$ cat src/design/assert_macros.svh
// Assertion helpers shared by the command queue and the line executor.
`ifndef ASSERT_MACROS_SVH
`define ASSERT_MACROS_SVH

// Same-cycle implication.
`define ASSERT_IMPLIES(label, clk, rst_n, ante, cons) \
    label: assert property (@(posedge clk) disable iff (!(rst_n)) (ante) |-> (cons)) \
        else $error("assertion failed");

// Next-cycle implication.
`define ASSERT_NEXT(label, clk, rst_n, ante, cons) \
    label: assert property (@(posedge clk) disable iff (!(rst_n)) (ante) |=> (cons)) \
        else $error("assertion failed");

`endif

$ cat src/design/g4fax_pkg.sv
// ----------------------------------------------------------------------------
// g4fax_pkg
// Types, constants and code tables of the two-dimensional fax line decoder.
// ----------------------------------------------------------------------------
`timescale 1ns / 1ps
package g4fax_pkg;

    localparam int MAX_WIDTH     = 8192;
    localparam int MAX_CODE_BITS = 13;
    localparam int IDX_W         = $clog2(MAX_WIDTH);
    localparam int POS_W         = 14;
    localparam int ROW_W         = 13;
    localparam int LEN_W         = 4;
    localparam int RUN_W         = 12;
    localparam int MODE_MAX_LEN  = 7;
    localparam int MAKEUP_MIN    = 64;
    localparam int FIFO_DEPTH    = 4;
    localparam int FIFO_PTR_W    = $clog2(FIFO_DEPTH);
    localparam int TERM_COUNT    = 91;
    localparam int LONG_COUNT    = 13;

    localparam logic [POS_W-1:0] RUN_SAT      = 14'd16383;
    localparam logic [POS_W-1:0] WIDTH_RESET  = 14'd1728;
    localparam logic [POS_W-1:0] HEIGHT_RESET = 14'd1;
    localparam logic [POS_W-1:0] POS_LIMIT    = POS_W'(MAX_WIDTH);

    localparam logic CFG_LINE_WIDTH   = 1'b0;
    localparam logic CFG_IMAGE_HEIGHT = 1'b1;

    // mode codes as {length, bits}
    localparam logic [16:0] MODE_V0    = {4'd1, 13'b1};
    localparam logic [16:0] MODE_VR1   = {4'd3, 13'b011};
    localparam logic [16:0] MODE_VL1   = {4'd3, 13'b010};
    localparam logic [16:0] MODE_HORIZ = {4'd3, 13'b001};
    localparam logic [16:0] MODE_PASS  = {4'd4, 13'b0001};
    localparam logic [16:0] MODE_VR2   = {4'd6, 13'b000011};
    localparam logic [16:0] MODE_VL2   = {4'd6, 13'b000010};
    localparam logic [16:0] MODE_VR3   = {4'd7, 13'b0000011};
    localparam logic [16:0] MODE_VL3   = {4'd7, 13'b0000010};

    typedef enum logic [1:0] {
        ST_OK,
        ST_INVALID,
        ST_TRUNC
    } t_status;

    typedef enum logic [1:0] {
        CMD_PASS,
        CMD_VERT,
        CMD_RUN,
        CMD_ERR
    } t_cmd_kind;

    typedef struct packed {
        t_cmd_kind         kind;
        logic signed [2:0] delta;
        logic [POS_W-1:0]  run;
        logic              second;
        logic              last;
        t_status           status;
    } t_cmd;

    typedef struct packed {
        logic idle;
        logic color;
        logic rows_done;
    } t_back_stat;

    typedef enum logic [2:0] {
        FS_MODE,
        FS_SYNC,
        FS_RUN1,
        FS_RUN2,
        FS_HALT
    } t_front_state;

    typedef enum logic [2:0] {
        BS_IDLE,
        BS_SCAN_RD,
        BS_SCAN_CMP,
        BS_B2_RD,
        BS_B2_CMP,
        BS_EMIT
    } t_back_state;

    typedef struct packed {
        logic [LEN_W-1:0]         len;
        logic [MAX_CODE_BITS-1:0] pat;
        logic [RUN_W-1:0]         run;
    } t_code_entry;

    typedef struct packed {
        logic             hit;
        logic             prefix;
        logic [RUN_W-1:0] run;
    } t_lookup;

    localparam t_code_entry WHITE_TAB [TERM_COUNT] = '{
        '{4'd8, 13'b00110101, 12'd0}, '{4'd6, 13'b000111, 12'd1},
        '{4'd4, 13'b0111, 12'd2}, '{4'd4, 13'b1000, 12'd3},
        '{4'd4, 13'b1011, 12'd4}, '{4'd4, 13'b1100, 12'd5},
        '{4'd4, 13'b1110, 12'd6}, '{4'd4, 13'b1111, 12'd7},
        '{4'd5, 13'b10011, 12'd8}, '{4'd5, 13'b10100, 12'd9},
        '{4'd5, 13'b00111, 12'd10}, '{4'd5, 13'b01000, 12'd11},
        '{4'd6, 13'b001000, 12'd12}, '{4'd6, 13'b000011, 12'd13},
        '{4'd6, 13'b110100, 12'd14}, '{4'd6, 13'b110101, 12'd15},
        '{4'd6, 13'b101010, 12'd16}, '{4'd6, 13'b101011, 12'd17},
        '{4'd7, 13'b0100111, 12'd18}, '{4'd7, 13'b0001100, 12'd19},
        '{4'd7, 13'b0001000, 12'd20}, '{4'd7, 13'b0010111, 12'd21},
        '{4'd7, 13'b0000011, 12'd22}, '{4'd7, 13'b0000100, 12'd23},
        '{4'd7, 13'b0101000, 12'd24}, '{4'd7, 13'b0101011, 12'd25},
        '{4'd7, 13'b0010011, 12'd26}, '{4'd7, 13'b0100100, 12'd27},
        '{4'd7, 13'b0011000, 12'd28}, '{4'd8, 13'b00000010, 12'd29},
        '{4'd8, 13'b00000011, 12'd30}, '{4'd8, 13'b00011010, 12'd31},
        '{4'd8, 13'b00011011, 12'd32}, '{4'd8, 13'b00010010, 12'd33},
        '{4'd8, 13'b00010011, 12'd34}, '{4'd8, 13'b00010100, 12'd35},
        '{4'd8, 13'b00010101, 12'd36}, '{4'd8, 13'b00010110, 12'd37},
        '{4'd8, 13'b00010111, 12'd38}, '{4'd8, 13'b00101000, 12'd39},
        '{4'd8, 13'b00101001, 12'd40}, '{4'd8, 13'b00101010, 12'd41},
        '{4'd8, 13'b00101011, 12'd42}, '{4'd8, 13'b00101100, 12'd43},
        '{4'd8, 13'b00101101, 12'd44}, '{4'd8, 13'b00000100, 12'd45},
        '{4'd8, 13'b00000101, 12'd46}, '{4'd8, 13'b00001010, 12'd47},
        '{4'd8, 13'b00001011, 12'd48}, '{4'd8, 13'b01010010, 12'd49},
        '{4'd8, 13'b01010011, 12'd50}, '{4'd8, 13'b01010100, 12'd51},
        '{4'd8, 13'b01010101, 12'd52}, '{4'd8, 13'b00100100, 12'd53},
        '{4'd8, 13'b00100101, 12'd54}, '{4'd8, 13'b01011000, 12'd55},
        '{4'd8, 13'b01011001, 12'd56}, '{4'd8, 13'b01011010, 12'd57},
        '{4'd8, 13'b01011011, 12'd58}, '{4'd8, 13'b01001010, 12'd59},
        '{4'd8, 13'b01001011, 12'd60}, '{4'd8, 13'b00110010, 12'd61},
        '{4'd8, 13'b00110011, 12'd62}, '{4'd8, 13'b00110100, 12'd63},
        '{4'd5, 13'b11011, 12'd64}, '{4'd5, 13'b10010, 12'd128},
        '{4'd6, 13'b010111, 12'd192}, '{4'd7, 13'b0110111, 12'd256},
        '{4'd8, 13'b00110110, 12'd320}, '{4'd8, 13'b00110111, 12'd384},
        '{4'd8, 13'b01100100, 12'd448}, '{4'd8, 13'b01100101, 12'd512},
        '{4'd8, 13'b01101000, 12'd576}, '{4'd8, 13'b01100111, 12'd640},
        '{4'd9, 13'b011001100, 12'd704}, '{4'd9, 13'b011001101, 12'd768},
        '{4'd9, 13'b011010010, 12'd832}, '{4'd9, 13'b011010011, 12'd896},
        '{4'd9, 13'b011010100, 12'd960}, '{4'd9, 13'b011010101, 12'd1024},
        '{4'd9, 13'b011010110, 12'd1088}, '{4'd9, 13'b011010111, 12'd1152},
        '{4'd9, 13'b011011000, 12'd1216}, '{4'd9, 13'b011011001, 12'd1280},
        '{4'd9, 13'b011011010, 12'd1344}, '{4'd9, 13'b011011011, 12'd1408},
        '{4'd9, 13'b010011000, 12'd1472}, '{4'd9, 13'b010011001, 12'd1536},
        '{4'd9, 13'b010011010, 12'd1600}, '{4'd6, 13'b011000, 12'd1664},
        '{4'd9, 13'b010011011, 12'd1728}
    };

    localparam t_code_entry BLACK_TAB [TERM_COUNT] = '{
        '{4'd10, 13'b0000110111, 12'd0}, '{4'd3, 13'b010, 12'd1},
        '{4'd2, 13'b11, 12'd2}, '{4'd2, 13'b10, 12'd3},
        '{4'd3, 13'b011, 12'd4}, '{4'd4, 13'b0011, 12'd5},
        '{4'd4, 13'b0010, 12'd6}, '{4'd5, 13'b00011, 12'd7},
        '{4'd6, 13'b000101, 12'd8}, '{4'd6, 13'b000100, 12'd9},
        '{4'd7, 13'b0000100, 12'd10}, '{4'd7, 13'b0000101, 12'd11},
        '{4'd7, 13'b0000111, 12'd12}, '{4'd8, 13'b00000100, 12'd13},
        '{4'd8, 13'b00000111, 12'd14}, '{4'd9, 13'b000011000, 12'd15},
        '{4'd10, 13'b0000010111, 12'd16}, '{4'd10, 13'b0000011000, 12'd17},
        '{4'd10, 13'b0000001000, 12'd18}, '{4'd11, 13'b00001100111, 12'd19},
        '{4'd11, 13'b00001101000, 12'd20}, '{4'd11, 13'b00001101100, 12'd21},
        '{4'd11, 13'b00000110111, 12'd22}, '{4'd11, 13'b00000101000, 12'd23},
        '{4'd11, 13'b00000010111, 12'd24}, '{4'd11, 13'b00000011000, 12'd25},
        '{4'd12, 13'b000011001010, 12'd26}, '{4'd12, 13'b000011001011, 12'd27},
        '{4'd12, 13'b000011001100, 12'd28}, '{4'd12, 13'b000011001101, 12'd29},
        '{4'd12, 13'b000001101000, 12'd30}, '{4'd12, 13'b000001101001, 12'd31},
        '{4'd12, 13'b000001101010, 12'd32}, '{4'd12, 13'b000001101011, 12'd33},
        '{4'd12, 13'b000011010010, 12'd34}, '{4'd12, 13'b000011010011, 12'd35},
        '{4'd12, 13'b000011010100, 12'd36}, '{4'd12, 13'b000011010101, 12'd37},
        '{4'd12, 13'b000011010110, 12'd38}, '{4'd12, 13'b000011010111, 12'd39},
        '{4'd12, 13'b000001101100, 12'd40}, '{4'd12, 13'b000001101101, 12'd41},
        '{4'd12, 13'b000011011010, 12'd42}, '{4'd12, 13'b000011011011, 12'd43},
        '{4'd12, 13'b000001010100, 12'd44}, '{4'd12, 13'b000001010101, 12'd45},
        '{4'd12, 13'b000001010110, 12'd46}, '{4'd12, 13'b000001010111, 12'd47},
        '{4'd12, 13'b000001100100, 12'd48}, '{4'd12, 13'b000001100101, 12'd49},
        '{4'd12, 13'b000001010010, 12'd50}, '{4'd12, 13'b000001010011, 12'd51},
        '{4'd12, 13'b000000100100, 12'd52}, '{4'd12, 13'b000000110111, 12'd53},
        '{4'd12, 13'b000000111000, 12'd54}, '{4'd12, 13'b000000100111, 12'd55},
        '{4'd12, 13'b000000101000, 12'd56}, '{4'd12, 13'b000001011000, 12'd57},
        '{4'd12, 13'b000001011001, 12'd58}, '{4'd12, 13'b000000101011, 12'd59},
        '{4'd12, 13'b000000101100, 12'd60}, '{4'd12, 13'b000001011010, 12'd61},
        '{4'd12, 13'b000001100110, 12'd62}, '{4'd12, 13'b000001100111, 12'd63},
        '{4'd10, 13'b0000001111, 12'd64}, '{4'd12, 13'b000011001000, 12'd128},
        '{4'd12, 13'b000011001001, 12'd192}, '{4'd12, 13'b000001011011, 12'd256},
        '{4'd12, 13'b000000110011, 12'd320}, '{4'd12, 13'b000000110100, 12'd384},
        '{4'd12, 13'b000000110101, 12'd448}, '{4'd13, 13'b0000001101100, 12'd512},
        '{4'd13, 13'b0000001101101, 12'd576}, '{4'd13, 13'b0000001001010, 12'd640},
        '{4'd13, 13'b0000001001011, 12'd704}, '{4'd13, 13'b0000001001100, 12'd768},
        '{4'd13, 13'b0000001001101, 12'd832}, '{4'd13, 13'b0000001110010, 12'd896},
        '{4'd13, 13'b0000001110011, 12'd960}, '{4'd13, 13'b0000001110100, 12'd1024},
        '{4'd13, 13'b0000001110101, 12'd1088}, '{4'd13, 13'b0000001110110, 12'd1152},
        '{4'd13, 13'b0000001110111, 12'd1216}, '{4'd13, 13'b0000001010010, 12'd1280},
        '{4'd13, 13'b0000001010011, 12'd1344}, '{4'd13, 13'b0000001010100, 12'd1408},
        '{4'd13, 13'b0000001010101, 12'd1472}, '{4'd13, 13'b0000001011010, 12'd1536},
        '{4'd13, 13'b0000001011011, 12'd1600}, '{4'd13, 13'b0000001100100, 12'd1664},
        '{4'd13, 13'b0000001100101, 12'd1728}
    };

    localparam t_code_entry LONG_TAB [LONG_COUNT] = '{
        '{4'd11, 13'b00000001000, 12'd1792}, '{4'd11, 13'b00000001100, 12'd1856},
        '{4'd11, 13'b00000001101, 12'd1920}, '{4'd12, 13'b000000010010, 12'd1984},
        '{4'd12, 13'b000000010011, 12'd2048}, '{4'd12, 13'b000000010100, 12'd2112},
        '{4'd12, 13'b000000010101, 12'd2176}, '{4'd12, 13'b000000010110, 12'd2240},
        '{4'd12, 13'b000000010111, 12'd2304}, '{4'd12, 13'b000000011100, 12'd2368},
        '{4'd12, 13'b000000011101, 12'd2432}, '{4'd12, 13'b000000011110, 12'd2496},
        '{4'd12, 13'b000000011111, 12'd2560}
    };

    function automatic t_lookup entry_check(input t_lookup acc, input t_code_entry e,
                                            input logic [LEN_W-1:0] len,
                                            input logic [MAX_CODE_BITS-1:0] bits);
        t_lookup r;
        logic [MAX_CODE_BITS-1:0] head;
        r = acc;
        if (e.len >= len) begin
            head = e.pat >> (e.len - len);
            if (head == bits) begin
                r.prefix = 1'b1;
                if (e.len == len) begin
                    r.hit = 1'b1;
                    r.run = e.run;
                end
            end
        end
        return r;
    endfunction

    function automatic t_lookup run_lookup(input logic black, input logic [LEN_W-1:0] len,
                                           input logic [MAX_CODE_BITS-1:0] bits);
        t_lookup r;
        r = '0;
        for (int k = 0; k < TERM_COUNT; k++) begin
            r = entry_check(r, black ? BLACK_TAB[k] : WHITE_TAB[k], len, bits);
        end
        for (int k = 0; k < LONG_COUNT; k++) begin
            r = entry_check(r, LONG_TAB[k], len, bits);
        end
        return r;
    endfunction

endpackage

$ cat src/design/g4fax_cmd_fifo.sv
// ----------------------------------------------------------------------------
// g4fax_cmd_fifo
// Short command queue between the code decoder and the line executor.
// ----------------------------------------------------------------------------
`timescale 1ns / 1ps
`default_nettype none
`include "assert_macros.svh"
module g4fax_cmd_fifo
    import g4fax_pkg::*;
(
    input  wire logic i_clk,
    input  wire logic i_rst_n,
    input  wire logic i_push,
    input  t_cmd      i_cmd,
    input  wire logic i_pop,
    output t_cmd      o_cmd,
    output logic      o_full,
    output logic      o_empty
);

    t_cmd                  r_q [FIFO_DEPTH];
    logic [FIFO_PTR_W-1:0] r_wr_ptr;
    logic [FIFO_PTR_W-1:0] r_rd_ptr;
    logic [FIFO_PTR_W:0]   r_count;

    assign o_full  = (r_count == (FIFO_PTR_W+1)'(FIFO_DEPTH));
    assign o_empty = (r_count == '0);
    assign o_cmd   = r_q[r_rd_ptr];

    always_ff @(posedge i_clk) begin
        if (i_push) begin
            r_q[r_wr_ptr] <= i_cmd;
        end
    end

    always_ff @(posedge i_clk) begin
        if (!i_rst_n) begin
            r_wr_ptr <= '0;
            r_rd_ptr <= '0;
            r_count  <= '0;
        end else begin
            if (i_push) begin
                r_wr_ptr <= r_wr_ptr + 1'b1;
            end
            if (i_pop) begin
                r_rd_ptr <= r_rd_ptr + 1'b1;
            end
            case ({i_push, i_pop})
                2'b10:   r_count <= r_count + 1'b1;
                2'b01:   r_count <= r_count - 1'b1;
                default: r_count <= r_count;
            endcase
        end
    end

    `ASSERT_IMPLIES(a_no_overflow, i_clk, i_rst_n, i_push, !o_full)
    `ASSERT_IMPLIES(a_no_underflow, i_clk, i_rst_n, i_pop, !o_empty)

endmodule
`default_nettype wire

$ cat config.mk
export PLATFORM = sky130hd
export DESIGN_NAME = g4fax_cmd_fifo
export DESIGN_NICKNAME = d
export VERILOG_FILES = /design/src/design/g4fax_pkg.sv /design/src/design/g4fax_cmd_fifo.sv
export VERILOG_INCLUDE_DIRS = /design/src /design/src/design
export SDC_FILE = /design/constraint.sdc
export NUM_CORES = 1
export LEC_CHECK = 0
export BUFFER_PORTS_ARGS = -buffer_cell sky130_fd_sc_hd__clkbuf_2
export CORE_MARGIN = 2
export CORE_UTILIZATION = 40
export DETAILED_ROUTE_END_ITERATION = 12
export GPL_ROUTABILITY_DRIVEN = 0
export SLEW_MARGIN = 20
export SYNTH_ARGS = -nofsm -noshare
export SYNTH_HDL_FRONTEND = slang
export SYNTH_SLANG_ARGS = --single-unit
$ cat constraint.sdc
create_clock -name i_clk -period 2.8 [get_ports i_clk]
set_clock_uncertainty 0.05 [all_clocks]
set_input_delay 0.14 -clock i_clk [delete_from_list [all_inputs] [get_ports i_clk]]
set_output_delay 0.14 -clock i_clk [all_outputs]
set_load 0.02 [all_outputs]
=== Word level (Yosys, flattened, before mapping) ===
Memory sizes are Yosys's and may differ from the RTL's. A register that Yosys moved wholly into a read port is not among the register bits.
Cells that the tools add are included.

* Flip-flop bits (word level): 7
* Memories: 1
* RAM bits: 92
* Input port bits: 27
* Word-level logic and storage cells: 18
* Output and inout bits: 25

{| class="wikitable"
|+ Memory list
! name !! depth !! width !! rd ports !! clocked after memory_dff !! wr ports !! RTL line !! text
|-
| r_q || 4 || 23 || 1 || 1 || 1 || g4fax_cmd_fifo.sv:21 || <nowiki>t_cmd r_q [FIFO_DEPTH];</nowiki>
|}

* Eq/ne operators: 3
* $add $sub $neg: 4
* Reductions and logical operators: 2
* Muxes and demuxes: 5

{| class="wikitable"
|+ Operators with widths
! kind !! count
|-
| 3-bit case mux with 2 select lines || 1
|-
| 2-bit by 1-bit adder with 2-bit output (second input constant) || 2
|-
| 2-bit 2-to-1 mux || 2
|-
| 3-bit by 1-bit adder with 3-bit output (second input constant) || 1
|-
| 3-bit == test (second input constant) || 1
|-
| 3-bit logical NOT || 1
|-
| 3-bit by 1-bit subtractor with 3-bit output (second input constant) || 1
|-
| 2-bit by 1-bit == test with 1-bit output (second input constant) || 1
|-
| 2-bit == test (second input constant) || 1
|-
| 1-bit 2-to-1 mux || 2
|-
| 2-bit nonzero test || 1
|}

=== Logic depth before layout (Yosys ltp) ===
* Depth after elaboration: 3
* Mapped depth: 7
* Gate-level depth less buffers: 7

=== Least setup slack after synthesis ===
OpenSTA, ideal clock, no wires.

* Path kind: reg2reg
* Start: register r_wr_ptr[0]
* End: memory r_q[2][0] (netlist name), enable pin
* Stages on the path, launching flop included: 4
* Clock period less this slack: 1.560 ns
* Arrival time: 1.129 ns
* Path buffers: 0
* Library setup time: 0.382 ns
* Setup slack: 1.240 ns
* Data required time: 2.368 ns
* Cells stage by stage: dfxtp_1 -> inv_1 -> ha_1 -> and2_1

{| class="wikitable"
|+ RTL lines
! element !! RTL line !! text
|-
| from (decl) || g4fax_cmd_fifo.sv:22 || <nowiki>logic [FIFO_PTR_W-1:0] r_wr_ptr;</nowiki>
|-
| from (signal assigned) || g4fax_cmd_fifo.sv:43 || <nowiki>r_wr_ptr <= r_wr_ptr + 1'b1;</nowiki>
|-
| to (decl) || g4fax_cmd_fifo.sv:21 ||
|}

Straight into the memory's write port.

==> reports/qor.txt <==
Fmax - 500.4 MHz
GR Util All Layers - 13.06%
Tcrit/Tclk final - 71.37%
CP Buf/Inv Count - 2
Commonest non-fill, non-tap cell in the layout - edfxtp_1
First-pass DRT Iterations - 4
Fin nets - 286
Hold WC Path Type - in2reg
Grt total ovfl - 0
#FFs+latches synth - 101
PortBufs - 51
RSZ-0062 raised after global routing - false
DR vias - 1818
Iteration-0 DRC Markers - 57
DR DRC count - 0
Seq/Total Area, Yosys - 77.37%
CTS tree - built
Post-Synthesis Cell Area - 3804 sq um
Post-Synthesis Net Count - 199
Final setup fails - 0
Clock Latency Late Sink - 350 ps
IO Pins - 52
Yosys top cell by area - edfxtp_1
Synth warn - 0
Crit path max-delay family - multiplexers
CP Max Fanout - 14
Worst hold stages - 2
R2R Setup Slk - 1040 ps
Total CTS buffers - 9
Post CTS Setup Buffer Count - 0
Die Height - 101.5 microns
Fillers - 773
Synth top area share - 72.63%
Setup TNS - 0 ps
DRT antenna net count - 0
Util after Layout - 50.53%
Die width - 101.5 microns
Power after layout - 3168 uW
Vias/cell - 4.698
Avg WL per Cell - 16.27 microns
Max Slew Vio Count - 0
Share of cells above drive strength 1 - 36.82%
Slowest CP cell - mux4_1
Antenna violations before repair - 0
Worst slew margin - 65.10%
Max-cap viol count - 0
Element type at the critical path start - register
Least-Margin Pin Slew - 523.6 ps
First-pass GRT wire length - 9749 microns
Critical path cell sequence - buf_4, mux4_1, clkbuf_2
Pleak - 0.001640 uW
Crit end category - output pin
Hold WS - 42.42 ps
Die area - 10310 sq um
Worst EP required - 2610 ps
Cell Pwr Density - 678.5 nW/um^2
CTS max path bufs - 2
Vias in the first global route - 1912
Largest net degree at the start of global routing - 24
CP peak stage delay - 620 ps
Core area - 9240 sq um
Drt total wl - 6296 microns
Status - completed
Yosys cell types - 21
Maximum VDD drop - 0.2408 mV
Reg2reg path depth - 4
Crit Path Class - reg2out
Initial Util - 41.16%
Hpwl dp - 3916 microns
Floorplan row count - 35
Main area contributors after synthesis - edfxtp_1, mux4_2, dfxtp_1
Synth Instances - 166
Clock slew at reported path FFs - 100 ps
Clock sinks - 101
Arrival time at the worst endpoint - 1810 ps
Minimum clock period - 1998 ps
Area Overhead vs Synth - 22.76%
Most frequent cells in the layout - edfxtp_1, clkbuf_2, dlygate4sd3_1
Reg2Reg Capture Point - r_q[0][15]
Worst min-delay path startpoint - i_rst_n
Mean Syn Cell Area - 22.91 sq um
Worst reg2reg startpoint - r_wr_ptr[0]
Hold endpoint - r_wr_ptr[0]
Root Buffer - clkbuf_8
Clock H-tree levels - 3
Antenna fix cells - 0
Hold Fails Final Rpt - 0
where the power goes:
part / total, uW / switching [uW] / internal [uW]
clock: 1020 / 506 / 516
combinational: 400 / 222 / 177
sequential: 1750 / 22.8 / 1720
kinds of logic (layout without fill, tap and decap cells):
logic type | count (synthesis) | in the layout | share of synthesized area, %
adders and majority gates | 6 | 6 | 2.171
DFF | 101 | 101 | 77.37
xor gates and xnor gates | 5 | 5 | 1.152
muxes | 24 | 24 | 14.18
buffers and inverters | 11 | 103 | 2.204
AOI/OAI and AO/OA | 3 | 3 | 0.4606
and+or+nand+nor | 16 | 16 | 2.467
synthesized netlist by cell type (all sizes together):
library cell and number:
edfxtp 92, mux4 23, and2 10, dfxtp 9, inv 6, buf 5, ha 5, xor2 3
nand2 2, o21ai 2, xnor2 2, a21boi 1, and3 1, fa 1, mux2i 1, nor2b 1
nor3 1, or3 1
state kept, by name, summed over array words and instances, names as in the netlist, named ones only:
name	count
r_rd_ptr	2
r_wr_ptr	2
r_count	3
r_q	92
layout make-up:
type,count,area (sq um),area share (%)
clock buffer,9,123.9,2.653
multi-input combinational,54,777.0,16.64
inverter,6,22.52,0.4823
tap,129,161.4,3.457
sequential,101,2944,63.05
clock inverter,7,102.6,2.197
timing repair buffer,81,538.0,11.52
layer usage:
metal	global-route usage [%]	vias to the layer above	part of all wire [%]
met2	21.20	36	50
met5	0	-	0
li1	-	846	-
met4	7.173	0	2.4
met3	2.830	12	3.7
met1	16.39	924	44
worst max-delay path by stage:
stage | startpoint | endpoint | slack [ps] | depth (start not counted)
6_report | register | o_cmd[14] | 800 | 3
4_1_cts | register | o_cmd[14] | 770 | 3
5_1_grt | register | o_cmd[14] | 720 | 3
2_1_floorplan | r_wr_ptr[0] | r_q[2][0] | 1240 | 3
3_3_place_gp | r_wr_ptr[0] | r_q[0][5] | 1100 | 4
3_5_place_dp | r_wr_ptr[0] | r_q[0][5] | 1020 | 4
stage by stage:
stage	setup slack (ps)	instances	area, sq um
after floorplan	1240	166	3804
after global placement	1097	348	4213
after detailed placement	1017	348	4213
after CTS	765.3	387	4669
after global routing	721.4	387	4669
final	801.6	387	4669
timing repair:
item / in CTS / in global routing
gates resized for setup: 0 / 0
hold buffers: 23 / 0
hold endpoints to repair: 92 / 0
Note: power is estimated with default switching activity, not from simulation.
